<file path="config.mk">
export PLATFORM = sky130hd
export DESIGN_NAME = mhpq_cell
export DESIGN_NICKNAME = d
export VERILOG_FILES = /design/src/mhpq_pkg.sv /design/src/mhpq_cell.sv
export SDC_FILE = /design/constraint.sdc
export NUM_CORES = 1
export LEC_CHECK = 0
export BUFFER_PORTS_ARGS = -buffer_cell sky130_fd_sc_hd__buf_2
export CORE_MARGIN = 2
export CORE_UTILIZATION = 40
export CTS_BUF_LIST = sky130_fd_sc_hd__clkbuf_4
export DETAILED_ROUTE_END_ITERATION = 10
export GPL_TIMING_DRIVEN = 0
export PLACE_DENSITY_LB_ADDON = 0.08
export SETUP_SLACK_MARGIN = 0.02
export SYNTH_ARGS = -nofsm -noshare
export SYNTH_HDL_FRONTEND = slang
export SYNTH_SLANG_ARGS = --single-unit
export TNS_END_PERCENT = 10
</file>
<file path="constraint.sdc">
create_clock -name clk -period 3.3 [get_ports clk]
set_input_delay 0.66 -clock clk [delete_from_list [all_inputs] [get_ports clk]]
set_output_delay 0.66 -clock clk [all_outputs]
set_load 0.01 [all_outputs]
</file>
<file path="src/mhpq_pkg.sv">
`timescale 1ns / 1ps
`default_nettype none
// ----------------------------------------------------------------------------
// mhpq_pkg
// Shared types and constants for the min-heap priority queue.
// ----------------------------------------------------------------------------
package mhpq_pkg;

  localparam int KEY_W        = 32;
  localparam int COUNT_OUT_W  = 8;
  localparam int STATUS_W     = 2;
  localparam int CAPACITY_DEF = 128;

  typedef enum logic {
    KIND_INSERT  = 1'b0,
    KIND_EXTRACT = 1'b1
  } kind_t;

  typedef enum logic [STATUS_W-1:0] {
    STATUS_OK    = 2'd0,
    STATUS_FULL  = 2'd1,
    STATUS_EMPTY = 2'd2
  } status_t;

  // Operation broadcast to every cell of the row
  typedef struct packed {
    logic                    insert;
    logic                    extract;
    logic signed [KEY_W-1:0] key;
  } op_t;

endpackage : mhpq_pkg
`default_nettype wire

</file>
<file path="src/mhpq_cell.sv">
`timescale 1ns / 1ps
`default_nettype none
// ----------------------------------------------------------------------------
// mhpq_cell
// One slot of the sorted key row: compares against the broadcast key and
// takes its value from itself, its left neighbor, the key or its right neighbor.
// ----------------------------------------------------------------------------
module mhpq_cell #(
  parameter int INDEX = 0,
  parameter int CNT_W = 8
) (
  input  wire                              clk,
  input  mhpq_pkg::op_t                    op,
  input  wire [CNT_W-1:0]                  count,
  input  wire                              prev_lt,
  input  wire signed [mhpq_pkg::KEY_W-1:0] prev_data,
  input  wire signed [mhpq_pkg::KEY_W-1:0] next_data,
  output logic                             lt,
  output logic signed [mhpq_pkg::KEY_W-1:0] data
);

  logic occupied;

  assign occupied = (count > CNT_W'(INDEX));
  // An empty slot counts as larger than any key
  assign lt = !occupied || (op.key < data);

  always_ff @(posedge clk) begin
    if (op.insert && lt) begin
      // shift right: the first slot past the key takes the key itself
      data <= prev_lt ? prev_data : op.key;
    end else if (op.extract) begin
      data <= next_data;
    end
  end

endmodule : mhpq_cell
`default_nettype wire

</file>
# == After elaboration in Yosys (flattened, before gate mapping) ==
# Cells that the tools add are included.
# word_totals
input_bits,108
wordCells,10
reg_bits,32
out_inout_bits,33
# classes
mux,3
n_reduce_logical,4
order_cmp,2
# op_table
operator,count
2-to-1 mux 32 bit,3
< comparator 32 bit,1
"greater-than comparator 8 x 1 -> 1 bit, second input constant",1
nonzero test 2 bit,1
logical AND 1 bit,1
logical NOT 1 bit,1
logical OR 1 bit,1

# == Longest topological paths before layout ==
# depth
word_depth,5
mapped_depth,10
depth_no_buf,8

# == Worst setup path before layout ==
# OpenSTA, ideal clock, no wires.
# synth_timing
kind,input to register
from,input op[13] in the netlist's numbering
to,register data[0] in the netlist's numbering (enable)
setup_time_ps,390
n_path_buf,2
required_time_ps,2910
slack_ps,-134
arrival_ps,3044
cell_stages,9
path_cell_list,ha_1 -> a21o_1 -> a21o_1 -> a221o_1 -> a22oi_1 -> a311o_1 -> buf_6 -> buf_12 -> or2_1
# synth_between
elab_chain_cells,4
# synth_rtl
element,line_no,rtl
start: declaration,mhpq_cell.sv:13,"input mhpq_pkg::op_t op,"
< comparator 32 bit,mhpq_cell.sv:26,assign lt = !occupied || (op.key < data);
logical OR 1 bit,mhpq_cell.sv:26,
logical AND 1 bit,mhpq_cell.sv:29,if (op.insert && lt) begin
nonzero test 2 bit (no source line),--,
end signal: assignment,mhpq_cell.sv:31,data <= prev_lt ? prev_data : op.key;
end signal: assignment,mhpq_cell.sv:33,data <= next_data;
end: declaration,mhpq_cell.sv:19,output logic signed [mhpq_pkg::KEY_W-1:0] data
# No other way between the ends.
# A chain may end at the register's enable or synchronous reset.

# == Worst setup path in the final report ==
# layout_timing
from,input op[31] in the netlist's numbering
to,output lt
# layout_between
elab_chain_cells,2
# layout_rtl
element,line_no,rtl
< comparator 32 bit,mhpq_cell.sv:26,
logical OR 1 bit,mhpq_cell.sv:26,
end: declaration,mhpq_cell.sv:18,"output logic lt,"
# No other way between the ends.

==> results.json <==
{
  "netlist_instances": 228,
  "postCtsResizedCells": 1,
  "core_region_area_um2": 6720,
  "h-tree-depth": 2,
  "fin_skew_ns": 0.00958,
  "place_hpwl_um": 5050,
  "clock_path_buffers": 2,
  "fill_cells": 626,
  "startpoint": "op[31]",
  "area_delta_synth_final_pct": 30.9,
  "die_h_um": 86.9,
  "grt_max_degree": 33,
  "drive_above_1_share_pct": 57.8,
  "drt_wl_total_um": 6280,
  "setup_ws_ns": 0.156,
  "cp_max_fo": 6,
  "path_cells": "buf_2, ha_1, nand4_2, nor4_2, and3_1, a22oi_2, a21oi_1, a31oi_1, buf_2",
  "path_buf_inv": 2,
  "clock_sinks": 32,
  "avgSynthCellArea_um2": 12.1,
  "maxCapViolCount": 0,
  "holdCritPathClass": "input port to flip-flop",
  "drc": 0,
  "cts_root_buf": "clkbuf_4",
  "die-area_um2": 7550,
  "top_register": "data",
  "drt-initial-drc-count": 44,
  "routabilityCongestion": 0.814,
  "reg2reg_depth": 10,
  "outcome": "finished clean",
  "slowest_delay_ns": 0.44,
  "hold_buffers": 0,
  "clkTransAtPathRegs_ns": 0.11,
  "synth_cell_type_count": 35,
  "num_io_pins": 141,
  "grt_pass1_wl_um": 9470,
  "syn_nets": 367,
  "grtUsageTotal_pct": 16.2,
  "final_cell_mix": "buf_2 (139), mux2_2 (35), inv_1 (33), edfxtp_1 (32), ha_1 (31)",
  "grt_antenna_before_repair": 0,
  "slew_violations": 0,
  "required_ns": 2.64,
  "yosysWarnings": 0,
  "start_kind": "input port",
  "finalSetupViolCount": 0,
  "tightest_slew_ns": 0.666,
  "syn_area_um2": 2750,
  "ys_ff_latch": 32,
  "cp_num_cells": 9,
  "yosysSeqAreaShare_pct": 35.0,
  "timing.rr.end": "data[7]",
  "cts_tree": "yes",
  "vdd_drop_max_uv": 205,
  "min_period_ns": 3.14,
  "clk_latency_ns": 0.33,
  "crit_family": "simple AND/OR/NAND/NOR gates",
  "nNetsFinal": 513,
  "critPathCapture": "lt",
  "arrival_ns": 2.48,
  "crit_top_cell": "buf_2",
  "wl_per_cell_um": 13.8,
  "reg_top3": "data: 32 flops",
  "viasPerCell": 4.88,
  "dr.pass1.iters": 4,
  "p_leak_nw": 1.81,
  "largest_reg_flops": 32,
  "place_ws_ns": -0.400,
  "grt_pass1_vias": 2020,
  "antenna_cells": 0,
  "vias": 2215,
  "p_total_mw": 1.61,
  "hold_viol_final": 0,
  "grt_overflow_total": 0,
  "antenna_left": 0,
  "powerDensity_nw_per_um2": 446,
  "fin_crit_sh_pct": 95.3,
  "critPathKind": "input port to output pin",
  "port-buffer-count": 139,
  "cts_setup_buffers": 0,
  "cts_buffers": 5,
  "rows": 30,
  "max_freq_mhz": 318,
  "initial_core_util_pct": 40.9,
  "max-slew-margin-rel_pct": 55.6,
  "die_w_um": 86.9,
  "r2r_setup_slack_ns": 0.21,
  "final_common_cell": "buf_2",
  "cpMaxStageDelayCell": "nor4_2",
  "r2r-start": "data[31]",
  "endpoint_kind": "output pin"
}
[report_power, final]
part	switching [mW]	internal (mW)	leakage (nW)
clock	0.138	0.0744	0.0261
sequential	0.0388	0.569	0.319
combinational	0.367	0.419	1.47
[worst min-delay path by stage]
| stage | slack [ns] | from | cells after the start | endpoint |
|---|---|---|---|---|
| floorplan | 0.88 | next_data[10] | 1 | data[10] |
| global placement | 0.96 | next_data[6] | 2 | data[6] |
| detailed placement | 0.96 | next_data[6] | 2 | data[6] |
| CTS | 0.61 | next_data[11] | 2 | data[11] |
| global route | 0.60 | next_data[14] | 2 | data[14] |
| finish | 0.62 | next_data[12] | 2 | data[12] |
[kinds of logic (layout without fill, tap and decap cells)]
kind of cell	Yosys count	in the layout	synth area share, %
simple gates	33	33	6.69
buf+inv	41	187	7.65
mux	64	64	30.2
fa+ha+maj	31	31	14.1
flops	32	32	35.0
compound gates	27	27	6.38
[through the flow]
stage                     area, um^2  utilization [%]  setup TNS (ns)  std cells  hold WS, ns
final                           3600             53.5               0        454        0.622
after global routing            3600             53.5         -0.0140        454        0.599
after CTS                       3590             53.4               0        454        0.608
after detailed placement        3540             52.7          -12.72        447        0.963
after global placement          3540             52.7          -13.98        447        0.960
after floorplan                 2750                -               0        228        0.878
[metal layers]
layer / share of wire [%] / global-route usage [%] / vias up
li1: - / - / 1134
met1: 45 / 20.8 / 998
met2: 48 / 27.8 / 77
met3: 5.6 / 3.32 / 6
met4: 1.3 / 4.55 / 0
met5: 0 / 0 / -
[cell usage after synthesis (all sizes together)]
| library cell | count | share of area (%) |
|---|---|---|
| a21o | 2 | 0.55 |
| o311ai | 1 | 0.32 |
| nand3 | 1 | 0.18 |
| mux2 | 64 | 30 |
| nor2 | 5 | 0.68 |
| clkbuf | 4 | 0.55 |
| inv | 33 | 4.5 |
| or2 | 1 | 0.23 |
| a22oi | 1 | 0.27 |
| or2b | 1 | 0.27 |
| and4 | 1 | 0.32 |
| and2 | 1 | 0.23 |
| o21ai | 4 | 0.73 |
| edfxtp | 32 | 35 |
| a2111oi | 1 | 0.32 |
| and3 | 2 | 0.46 |
| ha | 31 | 14 |
| buf | 4 | 2.6 |
| a311o | 1 | 0.36 |
| a2bb2oi | 1 | 0.32 |
| a221o | 1 | 0.36 |
| nand2b | 2 | 0.46 |
| o21a | 1 | 0.27 |
| a21oi | 11 | 2.0 |
| nor3 | 2 | 0.36 |
| nand4 | 5 | 1.4 |
| a311oi | 1 | 0.32 |
| a31oi | 1 | 0.23 |
| nor4 | 3 | 0.91 |
| a221oi | 1 | 0.32 |
| nand2 | 9 | 1.2 |
[layout make-up]
cell class / instances / area (um^2) / area share (%)
multi-input cells: 155 / 1580 / 44.1
flip-flops and latches: 32 / 961 / 26.7
repair buffers: 139 / 696 / 19.3
inverters: 33 / 124 / 3.44
well taps: 80 / 100 / 2.78
plain buffers: 8 / 86.3 / 2.40
clock buffers: 5 / 37.5 / 1.04
clock inverters: 2 / 7.51 / 0.209
Power figures use the tool's default switching activity.
